--- src/hdl/spww_pkg.sv ---
`timescale 1ns / 1ps
// ----------------------------------------------------------------------------
// Scaled pixel window writer package
// Shared payload types, control structs and bus command codes.
// ----------------------------------------------------------------------------
package spww_pkg;

	// Display controller commands
	localparam logic [7:0] CMD_COLUMN = 8'h2A;
	localparam logic [7:0] CMD_PAGE   = 8'h2B;
	localparam logic [7:0] CMD_WRITE  = 8'h2C;

	// Register indexes (paddr[2])
	localparam logic REG_ON_COLOR  = 1'b0;
	localparam logic REG_OFF_COLOR = 1'b1;

	localparam logic [15:0] ON_COLOR_RST  = 16'h0000;
	localparam logic [15:0] OFF_COLOR_RST = 16'hFFFF;

	// Header is 11 bytes: two 5-byte window commands plus the write command
	localparam logic [3:0] HDR_LAST = 4'd10;

	typedef struct packed {
		logic [8:0] cell_x;
		logic [8:0] cell_y;
		logic       pixel_on;
		logic [2:0] scale;
	} item_t;

	typedef struct packed {
		logic [7:0] bus_byte;
		logic       is_data;
		logic       last;
	} result_t;

	typedef struct packed {
		logic load;
		logic calc;
		logic emit_hdr;
		logic emit_pix;
	} ctrl_cmd_t;

	typedef struct packed {
		logic hdr_last;
		logic pix_none;
		logic pix_last;
	} dp_status_t;

endpackage

--- src/hdl/spww_regs.sv ---
`timescale 1ns / 1ps
// ----------------------------------------------------------------------------
// Color register file
// APB-style slave holding the on and off pixel colors.
// ----------------------------------------------------------------------------
module spww_regs
	import spww_pkg::*;
(
	input  logic        clk,
	input  logic        arst_n,
	input  logic        psel,
	input  logic        penable,
	input  logic        pwrite,
	input  logic [2:0]  paddr,
	input  logic [31:0] pwdata,
	output logic [31:0] prdata,
	output logic        pready,
	output logic [15:0] on_color,
	output logic [15:0] off_color
);

	logic [15:0] on_color_q;
	logic [15:0] off_color_q;
	logic        wr_en;

	assign pready = 1'b1;
	assign wr_en  = psel && penable && pwrite;

	always_ff @(posedge clk or negedge arst_n) begin
		if (!arst_n) begin
			on_color_q  <= ON_COLOR_RST;
			off_color_q <= OFF_COLOR_RST;
		end else if (wr_en) begin
			unique case (paddr[2])
				REG_ON_COLOR:  on_color_q  <= pwdata[15:0];
				REG_OFF_COLOR: off_color_q <= pwdata[15:0];
				default: ;
			endcase
		end
	end

	always_comb begin
		unique case (paddr[2])
			REG_ON_COLOR:  prdata = {16'h0000, on_color_q};
			REG_OFF_COLOR: prdata = {16'h0000, off_color_q};
			default:       prdata = 32'h0000_0000;
		endcase
	end

	assign on_color  = on_color_q;
	assign off_color = off_color_q;

endmodule

--- src/hdl/spww_dpath.sv ---
`timescale 1ns / 1ps
// ----------------------------------------------------------------------------
// Window writer datapath
// Captures the cell, scales the address window and serializes bus bytes.
// ----------------------------------------------------------------------------
module spww_dpath
	import spww_pkg::*;
#(
	parameter int MAX_SCALE = 5
) (
	input  logic       clk,
	input  logic       arst_n,
	input  item_t      item,
	input  logic [15:0] on_color,
	input  logic [15:0] off_color,
	input  ctrl_cmd_t  cmd,
	output dp_status_t status,
	output result_t    result,
	output logic       result_valid
);

	localparam int CNT_W = $clog2(2 * MAX_SCALE * MAX_SCALE + 1);

	logic [8:0]       cx_q;
	logic [8:0]       cy_q;
	logic [2:0]       sc_q;
	logic [15:0]      color_q;
	logic [15:0]      x0_q, x1_q, y0_q, y1_q;
	logic [3:0]       hdr_q;
	logic [CNT_W-1:0] pix_rem_q;
	result_t          result_q;
	logic             result_valid_q;

	logic [2:0]  sc_sat;
	logic [11:0] x0_prod, y0_prod;
	logic [15:0] x0_ext, y0_ext;
	logic [5:0]  sq;
	logic [6:0]  pix_bytes;
	logic [7:0]  hdr_byte;
	logic        hdr_is_data;

	// Clamp oversized scale
	assign sc_sat = (item.scale > 3'(MAX_SCALE)) ? 3'(MAX_SCALE) : item.scale;

	assign x0_prod   = 12'(cx_q) * 12'(sc_q);
	assign y0_prod   = 12'(cy_q) * 12'(sc_q);
	assign x0_ext    = {4'h0, x0_prod};
	assign y0_ext    = {4'h0, y0_prod};
	assign sq        = 6'(sc_q) * 6'(sc_q);
	assign pix_bytes = {sq, 1'b0};

	always_comb begin
		hdr_is_data = 1'b1;
		unique case (hdr_q)
			4'd0: begin
				hdr_byte    = CMD_COLUMN;
				hdr_is_data = 1'b0;
			end
			4'd1: hdr_byte = x0_q[15:8];
			4'd2: hdr_byte = x0_q[7:0];
			4'd3: hdr_byte = x1_q[15:8];
			4'd4: hdr_byte = x1_q[7:0];
			4'd5: begin
				hdr_byte    = CMD_PAGE;
				hdr_is_data = 1'b0;
			end
			4'd6: hdr_byte = y0_q[15:8];
			4'd7: hdr_byte = y0_q[7:0];
			4'd8: hdr_byte = y1_q[15:8];
			4'd9: hdr_byte = y1_q[7:0];
			default: begin
				hdr_byte    = CMD_WRITE;
				hdr_is_data = 1'b0;
			end
		endcase
	end

	always_ff @(posedge clk) begin
		if (cmd.load) begin
			cx_q    <= item.cell_x;
			cy_q    <= item.cell_y;
			sc_q    <= sc_sat;
			color_q <= item.pixel_on ? on_color : off_color;
		end
		if (cmd.calc) begin
			// Window end wraps: scale zero gives start minus one
			x0_q      <= x0_ext;
			y0_q      <= y0_ext;
			x1_q      <= x0_ext + 16'(sc_q) - 16'd1;
			y1_q      <= y0_ext + 16'(sc_q) - 16'd1;
			hdr_q     <= 4'd0;
			pix_rem_q <= pix_bytes[CNT_W-1:0];
		end
		if (cmd.emit_hdr) begin
			hdr_q <= hdr_q + 4'd1;
		end
		if (cmd.emit_pix) begin
			pix_rem_q <= pix_rem_q - CNT_W'(1);
		end
		if (cmd.emit_hdr) begin
			result_q.bus_byte <= hdr_byte;
			result_q.is_data  <= hdr_is_data;
			result_q.last     <= (hdr_q == HDR_LAST) && (pix_rem_q == '0);
		end else if (cmd.emit_pix) begin
			// Even count remaining means the high byte of a pixel
			result_q.bus_byte <= pix_rem_q[0] ? color_q[7:0] : color_q[15:8];
			result_q.is_data  <= 1'b1;
			result_q.last     <= (pix_rem_q == CNT_W'(1));
		end
	end

	always_ff @(posedge clk or negedge arst_n) begin
		if (!arst_n) begin
			result_valid_q <= 1'b0;
		end else begin
			result_valid_q <= cmd.emit_hdr || cmd.emit_pix;
		end
	end

	assign status.hdr_last = (hdr_q == HDR_LAST);
	assign status.pix_none = (pix_rem_q == '0);
	assign status.pix_last = (pix_rem_q == CNT_W'(1));
	assign result          = result_q;
	assign result_valid    = result_valid_q;

endmodule

--- src/hdl/spww_ctrl.sv ---
`timescale 1ns / 1ps
// ----------------------------------------------------------------------------
// Window writer controller
// Sequences capture, address calculation, header and pixel transfers.
// ----------------------------------------------------------------------------
module spww_ctrl
	import spww_pkg::*;
(
	input  logic       clk,
	input  logic       arst_n,
	input  logic       start,
	input  dp_status_t status,
	output ctrl_cmd_t  cmd,
	output logic       busy
);

	typedef enum logic [1:0] {
		S_IDLE,
		S_CALC,
		S_HDR,
		S_PIX
	} state_t;

	state_t state_q;
	logic   busy_q;

	always_ff @(posedge clk or negedge arst_n) begin
		if (!arst_n) begin
			state_q <= S_IDLE;
			busy_q  <= 1'b0;
		end else begin
			unique case (state_q)
				S_IDLE: begin
					if (start) begin
						state_q <= S_CALC;
						busy_q  <= 1'b1;
					end
				end
				S_CALC: state_q <= S_HDR;
				S_HDR: begin
					if (status.hdr_last) begin
						if (status.pix_none) begin
							state_q <= S_IDLE;
							busy_q  <= 1'b0;
						end else begin
							state_q <= S_PIX;
						end
					end
				end
				S_PIX: begin
					if (status.pix_last) begin
						state_q <= S_IDLE;
						busy_q  <= 1'b0;
					end
				end
				default: begin
					state_q <= S_IDLE;
					busy_q  <= 1'b0;
				end
			endcase
		end
	end

	assign cmd.load     = (state_q == S_IDLE) && start;
	assign cmd.calc     = (state_q == S_CALC);
	assign cmd.emit_hdr = (state_q == S_HDR);
	assign cmd.emit_pix = (state_q == S_PIX);
	assign busy         = busy_q;

endmodule

--- src/hdl/scaled_pixel_window_writer_top.sv ---
`timescale 1ns / 1ps
// ----------------------------------------------------------------------------
// Scaled pixel window writer
// After start is accepted, the controller loads the item, computes the window in
// S_CALC, then emits header bytes in S_HDR and pixel bytes in S_PIX.
// Throughput: one byte per cycle in S_HDR/S_PIX; start is only taken when idle.
// The byte sequencer in the controller sets this rate; the receiver cannot stall.
// Reset clears the controller and strobe, on_color to 0x0000, off_color to 0xFFFF.
// ----------------------------------------------------------------------------
module scaled_pixel_window_writer_top
	import spww_pkg::*;
#(
	parameter int MAX_SCALE = 5
) (
	input  logic        clk,
	input  logic        arst_n,
	input  logic        start,
	output logic        busy,
	input  item_t       item,
	output result_t     result,
	output logic        result_valid,
	input  logic        psel,
	input  logic        penable,
	input  logic        pwrite,
	input  logic [2:0]  paddr,
	input  logic [31:0] pwdata,
	output logic [31:0] prdata,
	output logic        pready
);

	logic [15:0] on_color;
	logic [15:0] off_color;
	ctrl_cmd_t   cmd;
	dp_status_t  status;
	logic        busy_int;

	spww_regs u_regs (
		.clk       (clk),
		.arst_n    (arst_n),
		.psel      (psel),
		.penable   (penable),
		.pwrite    (pwrite),
		.paddr     (paddr),
		.pwdata    (pwdata),
		.prdata    (prdata),
		.pready    (pready),
		.on_color  (on_color),
		.off_color (off_color)
	);

	spww_ctrl u_ctrl (
		.clk    (clk),
		.arst_n (arst_n),
		.start  (start),
		.status (status),
		.cmd    (cmd),
		.busy   (busy_int)
	);

	spww_dpath #(
		.MAX_SCALE (MAX_SCALE)
	) u_dpath (
		.clk          (clk),
		.arst_n       (arst_n),
		.item         (item),
		.on_color     (on_color),
		.off_color    (off_color),
		.cmd          (cmd),
		.status       (status),
		.result       (result),
		.result_valid (result_valid)
	);

	assign busy = busy_int;

endmodule

--- config.mk ---
export PLATFORM = sky130hd
export DESIGN_NAME = scaled_pixel_window_writer_top
export DESIGN_NICKNAME = d
export VERILOG_FILES = /design/src/hdl/spww_pkg.sv /design/src/hdl/spww_regs.sv /design/src/hdl/spww_dpath.sv /design/src/hdl/spww_ctrl.sv /design/src/hdl/scaled_pixel_window_writer_top.sv
export SDC_FILE = /design/constraint.sdc
export NUM_CORES = 1
export LEC_CHECK = 0
export ABC_AREA = 1
export BUFFER_PORTS_ARGS = -buffer_cell sky130_fd_sc_hd__buf_2
export CORE_ASPECT_RATIO = 0.5
export CORE_MARGIN = 4
export CORE_UTILIZATION = 37
export DETAILED_ROUTE_END_ITERATION = 8
export GPL_TIMING_DRIVEN = 0
export SYNTH_ARGS = -nofsm -noshare
export SYNTH_HDL_FRONTEND = slang
export SYNTH_SLANG_ARGS = --single-unit
--- constraint.sdc ---
create_clock -name clk -period 4.35 [get_ports clk]
set_input_delay 0.435 -clock clk [delete_from_list [all_inputs] [get_ports clk]]
set_output_delay 0.435 -clock clk [all_outputs]
set_load 0.01 [all_outputs]
== Word-level counts from Yosys, hierarchy flattened ==
Cells that the tools add are included.
Word-level totals
  bits in registers: 149
  bits in latches: 0
  bits in writable memories: 0
  bits in read-only memories: 0
  input bits: 63
  output and inout port bits: 45
  logic and storage cells: 85
  memories: 0
Cells by class
  add/subtract/negate cells: 6
  $mul: 3
  divide/modulo/power cells: 0
  $lt $le $gt $ge: 1
  eq/ne operators: 18
  shift-type cells: 0
  mux-type cells: 21
  bitwise operators: 1
  reductions and logical operators: 17
Operator list (number)
  $pmux W8 S10: 1
  $pmux W32 S2: 1
  $sub A16 B1 Y16 const B: 2
  $add A12 B3 Y13: 2
  $mul A9 B3 Y12: 2
  $mux W10: 2
  $eq A4 B3 Y1 const B: 4
  $mux W16: 1
  $eq A4 B4 Y1 const B: 3
  $mux W6: 2
  $eq A4 B2 Y1 const B: 2
  $mux W2: 4
  $mux W4: 2
  $mux W8: 1
  $ne A2 B2 Y1 const B: 4
  $pmux W2 S4: 1
  $reduce_or A8 Y1: 1
  $eq A6 B1 Y1 const B: 1
  $logic_not A6 Y1: 1
  $reduce_bool A2 Y1: 3
  $sub A6 B1 Y6 const B: 1
  $mul A3 B3 Y5: 1
  $mux W1: 5
  $reduce_and A5 Y1: 1
  other kinds (14): 19

== Depth between registers and ports, before layout ==
  word-level depth: 4
  gate-level depth with buffers: 23
  depth with buffers taken out: 21

== Cells and area by module ==
From an unflattened synthesis, not the netlist that was laid out.
Second synthesis, totals
  cell total of the unflattened synthesis: 1098
  area, all modules: 9365.2 um^2
Modules (own cells, without submodules)
  spww_dpath: times used 1, cells an instance 857, area an instance 7527.2 um^2, sequential area each 3298.2 um^2
  spww_regs: times used 1, cells an instance 213, area an instance 1647.8 um^2, sequential area each 820.8 um^2
  spww_ctrl: times used 1, cells an instance 28, area an instance 190.2 um^2, sequential area each 75.1 um^2

== Worst setup path before layout ==
No wires, ideal clock.
  path type: reg2reg
  from: reg u_dpath.sc_q[2]
  to: reg u_dpath.x1_q[12], data pin
  setup time: 0.254 ns
  arrival: 3.346 ns
  data required time: 4.096 ns
  path slack: 0.750 ns
  cell stages (with the launch flop): 21
  buffers on the path: 2
  period minus slack after synthesis: 3.600 ns
  cell sequence: edfxtp_1 -> clkbuf_1 -> buf_1 -> nand2_1 -> fa_1 -> inv_1 -> ha_1 -> ha_1 -> inv_2 -> o21ai_1 -> nand2_1 -> nor2_1 -> nand3_2 -> nor2_4 -> nand3_2 -> nand2_1 -> nand2_2 -> nor2_4 -> nand3_1 -> nand2_1 -> nand2_1
On the way
  cells in the longest elaborated chain, start to end: 3
Ends and longest elaborated chain
  start: declaration: RTL line spww_dpath.sv:26  | logic [2:0] sc_q;
  start signal: assignment: RTL line spww_dpath.sv:82  | sc_q <= sc_sat;
  $mul A9 B3 Y12: RTL line spww_dpath.sv:45  | assign x0_prod = 12'(cx_q) * 12'(sc_q);
  net u_dpath.x0_prod[2]: RTL line spww_dpath.sv:35  | logic [11:0] x0_prod, y0_prod;
  $add A12 B3 Y13: RTL line spww_dpath.sv:89  | x1_q <= x0_ext + 16'(sc_q) - 16'd1;
  $sub A16 B1 Y16: RTL line spww_dpath.sv:89
  end signal: assignment: RTL line spww_dpath.sv:89
  end: declaration: RTL line spww_dpath.sv:28  | logic [15:0] x0_q, x1_q, y0_q, y1_q;
The timed path passes the listed nets, and every way through them passes these cells.
A chain may end at the register's enable or synchronous reset.

== Final worst setup path ==
  from: reg u_dpath.sc_q[1]
  to: reg u_dpath.y1_q[12], data pin
On the way
  cells in the longest elaborated chain, start to end: 3
Ends and longest elaborated chain
  $mul A9 B3 Y12: RTL line spww_dpath.sv:46  | assign y0_prod = 12'(cy_q) * 12'(sc_q);
  $add A12 B3 Y13 (*): RTL line spww_dpath.sv:90  | y1_q <= y0_ext + 16'(sc_q) - 16'd1;
  $sub A16 B1 Y16 (*): RTL line spww_dpath.sv:90
  end signal: assignment: RTL line spww_dpath.sv:90
  end: declaration: RTL line spww_dpath.sv:28
Every way passes the cells marked *; elsewhere a longest branch is shown, timed or not.

==> impl_metrics.csv <==
group,metric,value,unit
global_routing,grt_antenna_before_repair,0,
yosys,synthCells,1077,
clock_tree,h-tree-depth,4,
sta,tightest_slew,851.5,ps
critical_path,slowest_delay,550,ps
placed_design,hpwl,16490,µm
pwr,p_sw,3.087,mW
floorplanning,io_pins,108,
sta,worst_slack,362.0,ps
global_routing,grt_busiest_layer,"met2",
pwr,seq_power_share,35.7,%
yosys,synthTopCellsByCount,"281 x nand2_1, 173 x inv_1, 113 x edfxtp_1",
critical_path,crit_family,"simple AND/OR/NAND/NOR gates",
yosys,synth_enable_flop_cells,113,
sta,finalWorstPathRequiredPeriod,3988,ps
global_routing,grt_pass1_vias,7010,
yosys,synth.distinct_cells,49,
yosys,synth_simple_gate_area_share,23.32,%
pwr,p_sw_share,42.45,%
route,drt_iter0_drc,520,
critical_path,path_max_fanout,10,
critical_path,crit_type,"flip-flop to flip-flop",
yosys,synth_mux_area_share,0.1078,%
critical_path,cpMostUsedCell,"nand2_1",
sta,setup_viol,0,
final_layout,area_delta_synth_final,15.35,%
placed_design,dpl_cell_area,10140,µm²
sta,clock_skew,7.311,ps
route,drt-pass1-iter-count,5,
pwr,pwr-share-comb,44.3,%
clock_tree,insertion_delay,440,ps
clock_tree,cts_buffer_depth,2,
critical_path,critPathSlowestCell,"clkbuf_1",
yosys,synth_top_family_by_area,"simple AND/OR/NAND/NOR gates",
floorplanning,die-area,27840,µm²
sta,grt_setup_unrepaired,"no",
yosys,syn_area_per_cell,8.619,µm²
floorplanning,row_count,40,
worst_hold_path,hold_path_class,"input pin to asynchronous set/reset pin",
placed_design,port-buffer-count,71,
final_layout,final_cell_area,10710,µm²
global_routing,use_met3,3.937,%
global_routing,grt_pass1_wl,35230,µm
floorplanning,fp.dieW,232,µm
sta,drv_slew,0,
critical_path,cp.arrival,4180,ps
final_layout,layoutNonFillerInstCount,1531,
final_layout,nets,1304,
route,vias,7253,
critical_path,start_kind,"flip-flop",
global_routing,globalRouteTotalUtil,15.97,%
clock_tree,cts_sinks,149,
yosys,synth_most_common_cell,"nand2_1",
critical_path,worstPathCellList,"clkbuf_1 > nand2_1 > inv_1 > fa_1 > ha_1 > fa_1 > or2_1 > nand2_2 > nand2_1 > nand2_2 > inv_1 > nor2_1 > nand2_1 > nor2_1 > nand2_1 > nor2_2 > nand4_1 > nand2_1 > nand2_1",
run,max_cap_viol_count,0,
placed_design,gp_congestion,0.8758,
route,postRouteAntennaNets,0,
run_status,status,"finished clean",
pwr,power.density,679.1,nW/µm²
final_layout,insertedDiodeCount,0,
global_routing,grt_max_degree,38,
route,wl_per_cell,13.96,µm
pwr,ir_drop,296.8,µV
yosys,ys_seq_area_share,46.48,%
yosys,ys.flop_type,"edfxtp_1",
global_routing,grt_overflow,0,
yosys,synth-compound-area-share,8.451,%
yosys,synth.top_cell.area_share,36.55,%
global_routing,global_route.usage.met1,22.06,%
floorplanning,core,24320,µm²
yosys,synth_area_leaders,"edfxtp_1 37%, nand2_1 11%, inv_1 7.0%",
critical_path,path_buf_inv,3,
route,drc,0,
clock_tree,cts_inserted_buffers,17,
yosys,netlist_area,9283,µm²
pwr,intPower,4.185,mW
clock_tree,clockRootBuffer,"clkbuf_16",
clock_tree,clk_pin_slew,70,ps
route,routed_via_density,4.737,
sta,timing.slew.headroom,41.76,%
yosys,async_flop_share,24.16,%
sta,period_share,91.68,%
final_layout,drive_gt1_share,18.08,%
critical_path,cp_data_required_time,4540,ps
floorplanning,dieHeight,120,µm
yosys,synth_xor_area_share,2.332,%
critical_path,endpoint_kind,"flip-flop",
placed_design,dpl.cell_count,1500,
clock_tree,cts_tree,"done",
global_routing,gr-usage-met2,24.98,%
yosys,synthAdderAreaFrac,9.408,%
placed_design,place_ws,-74.81,ps
sta,hold_viol_final,0,
clock_tree,cts-hold-fix-buffers,0,
route,drt_wl_total,21370,µm
pwr,p_leak,5.039,nW
floorplanning,initial_core_util,38.16,%
sta,fmaxAchievable,0.2508,GHz
yosys,ys_seq_elements,149,
yosys,yosys_warnings,0,
yosys,synth_area_leader_cell,"edfxtp_1",
pwr,pwr-share-clk,20.0,%
==> worst paths after layout <==
check	from	end	slack (ps)	cells after the start
worst min-delay path	arst_n	u_regs.on_color[1]	90	1
worst max-delay path	u_dpath.sc_q[1]	u_dpath.y1_q[12]	360	19
min in group clk	item[19]	u_dpath.cx_q[6]	170	1
max in group asynchronous	arst_n	u_regs.on_color[6]	3740	1
worst min register to register	u_regs.on_color[4]	u_regs.on_color[4]	490	2
worst max register to register	u_dpath.sc_q[1]	u_dpath.y1_q[12]	360	19
==> flip-flops by register name, indices dropped and copies added (netlist names) <==
name and count:
u_dpath.color_q 16, u_dpath.x1_q 16, u_dpath.y1_q 16, u_regs.off_color 16, u_regs.on_color 16, u_dpath.x0_q 12
u_dpath.y0_q 12, u_dpath.result 10, u_dpath.cx_q 9, u_dpath.cy_q 9, u_dpath.pix_rem_q 6, u_dpath.hdr_q 4
u_dpath.sc_q 3, u_ctrl.state_q 2, u_ctrl.busy 1, u_dpath.result_valid 1
==> layer usage <==
metal,routed length [µm],up-vias
li1,-,3659
met1,10440,3418
met2,9553,153
met3,1053,23
met4,328,0
met5,0,-
==> metrics by stage <==
stage               total power, mW  hold WS [ps]  setup TNS (ps)  utilization [%]
finish                        7.272         88.23               0            44.02
global route                  7.868         134.7               0            44.02
CTS                           7.325         104.1               0            44.03
detailed placement            5.834         473.1          -207.5            41.68
global placement              5.777         465.6               0            41.58
floorplan                     4.932         139.4               0                -
==> cell type report <==
cell class                 instances  area [µm²]
clock buffer                      17       425.4
fill                            2398       13620
inverter                         184       690.7
buffer                            41       221.5
tap                              336       420.4
timing repair buffer              72       375.4
multi-input combinational        717        4115
clock inverter                    15       145.1
sequential                       149        4314
==> power by group through the flow <==
| stage | registers (mW) | logic, mW | clock network (mW) |
|---|---|---|---|
| 6_report | 2.60 | 3.22 | 1.45 |
| 5_1_grt | 2.64 | 3.68 | 1.55 |
| 4_1_cts | 2.60 | 3.24 | 1.48 |
| 3_5_place_dp | 2.62 | 3.22 | 0 |
| 3_3_place_gp | 2.64 | 3.14 | 0 |
| 2_1_floorplan | 2.54 | 2.39 | 0 |
==> cells in the final DEF (no fill, tap or decap), types with 4 or more instances in the layout <==
cell type and instances:
nand2_1 281, inv_1 172, edfxtp_1 113, buf_2 71
nor2_1 65, nand3_1 53, o21ai_0 51, ha_1 40
a21oi_1 39, nand2_2 31, clkbuf_1 20, dfrtp_1 20
fa_1 18, buf_4 17, conb_1 17, clkbuf_16 17
dfstp_2 16, nand4_1 13, o21ai_1 13, inv_2 12
xnor2_1 11, nand3_2 10, xor2_1 10, nor2_2 8
nor2_4 7, nor3_1 5, a221oi_1 5, inv_6 5
a31oi_1 4, o22ai_1 4, clkinvlp_4 4
==> cells by family after synthesis <==
kind of cell	Yosys count
simple gates	480
buf+inv	226
flops	149
compound gates	137
fa+ha+maj	59
xor+xnor	23
other cells	2
mux	1
==> timing repair <==
action / 4_1_cts / 5_1_grt
gates resized for setup: 1 / 4
gates cloned: 0 / 0
buffers inserted: 0 / 0
pin swaps: 0 / 0
setup endpoints to repair: 6 / 15
Power figures use the tool's default switching activity.
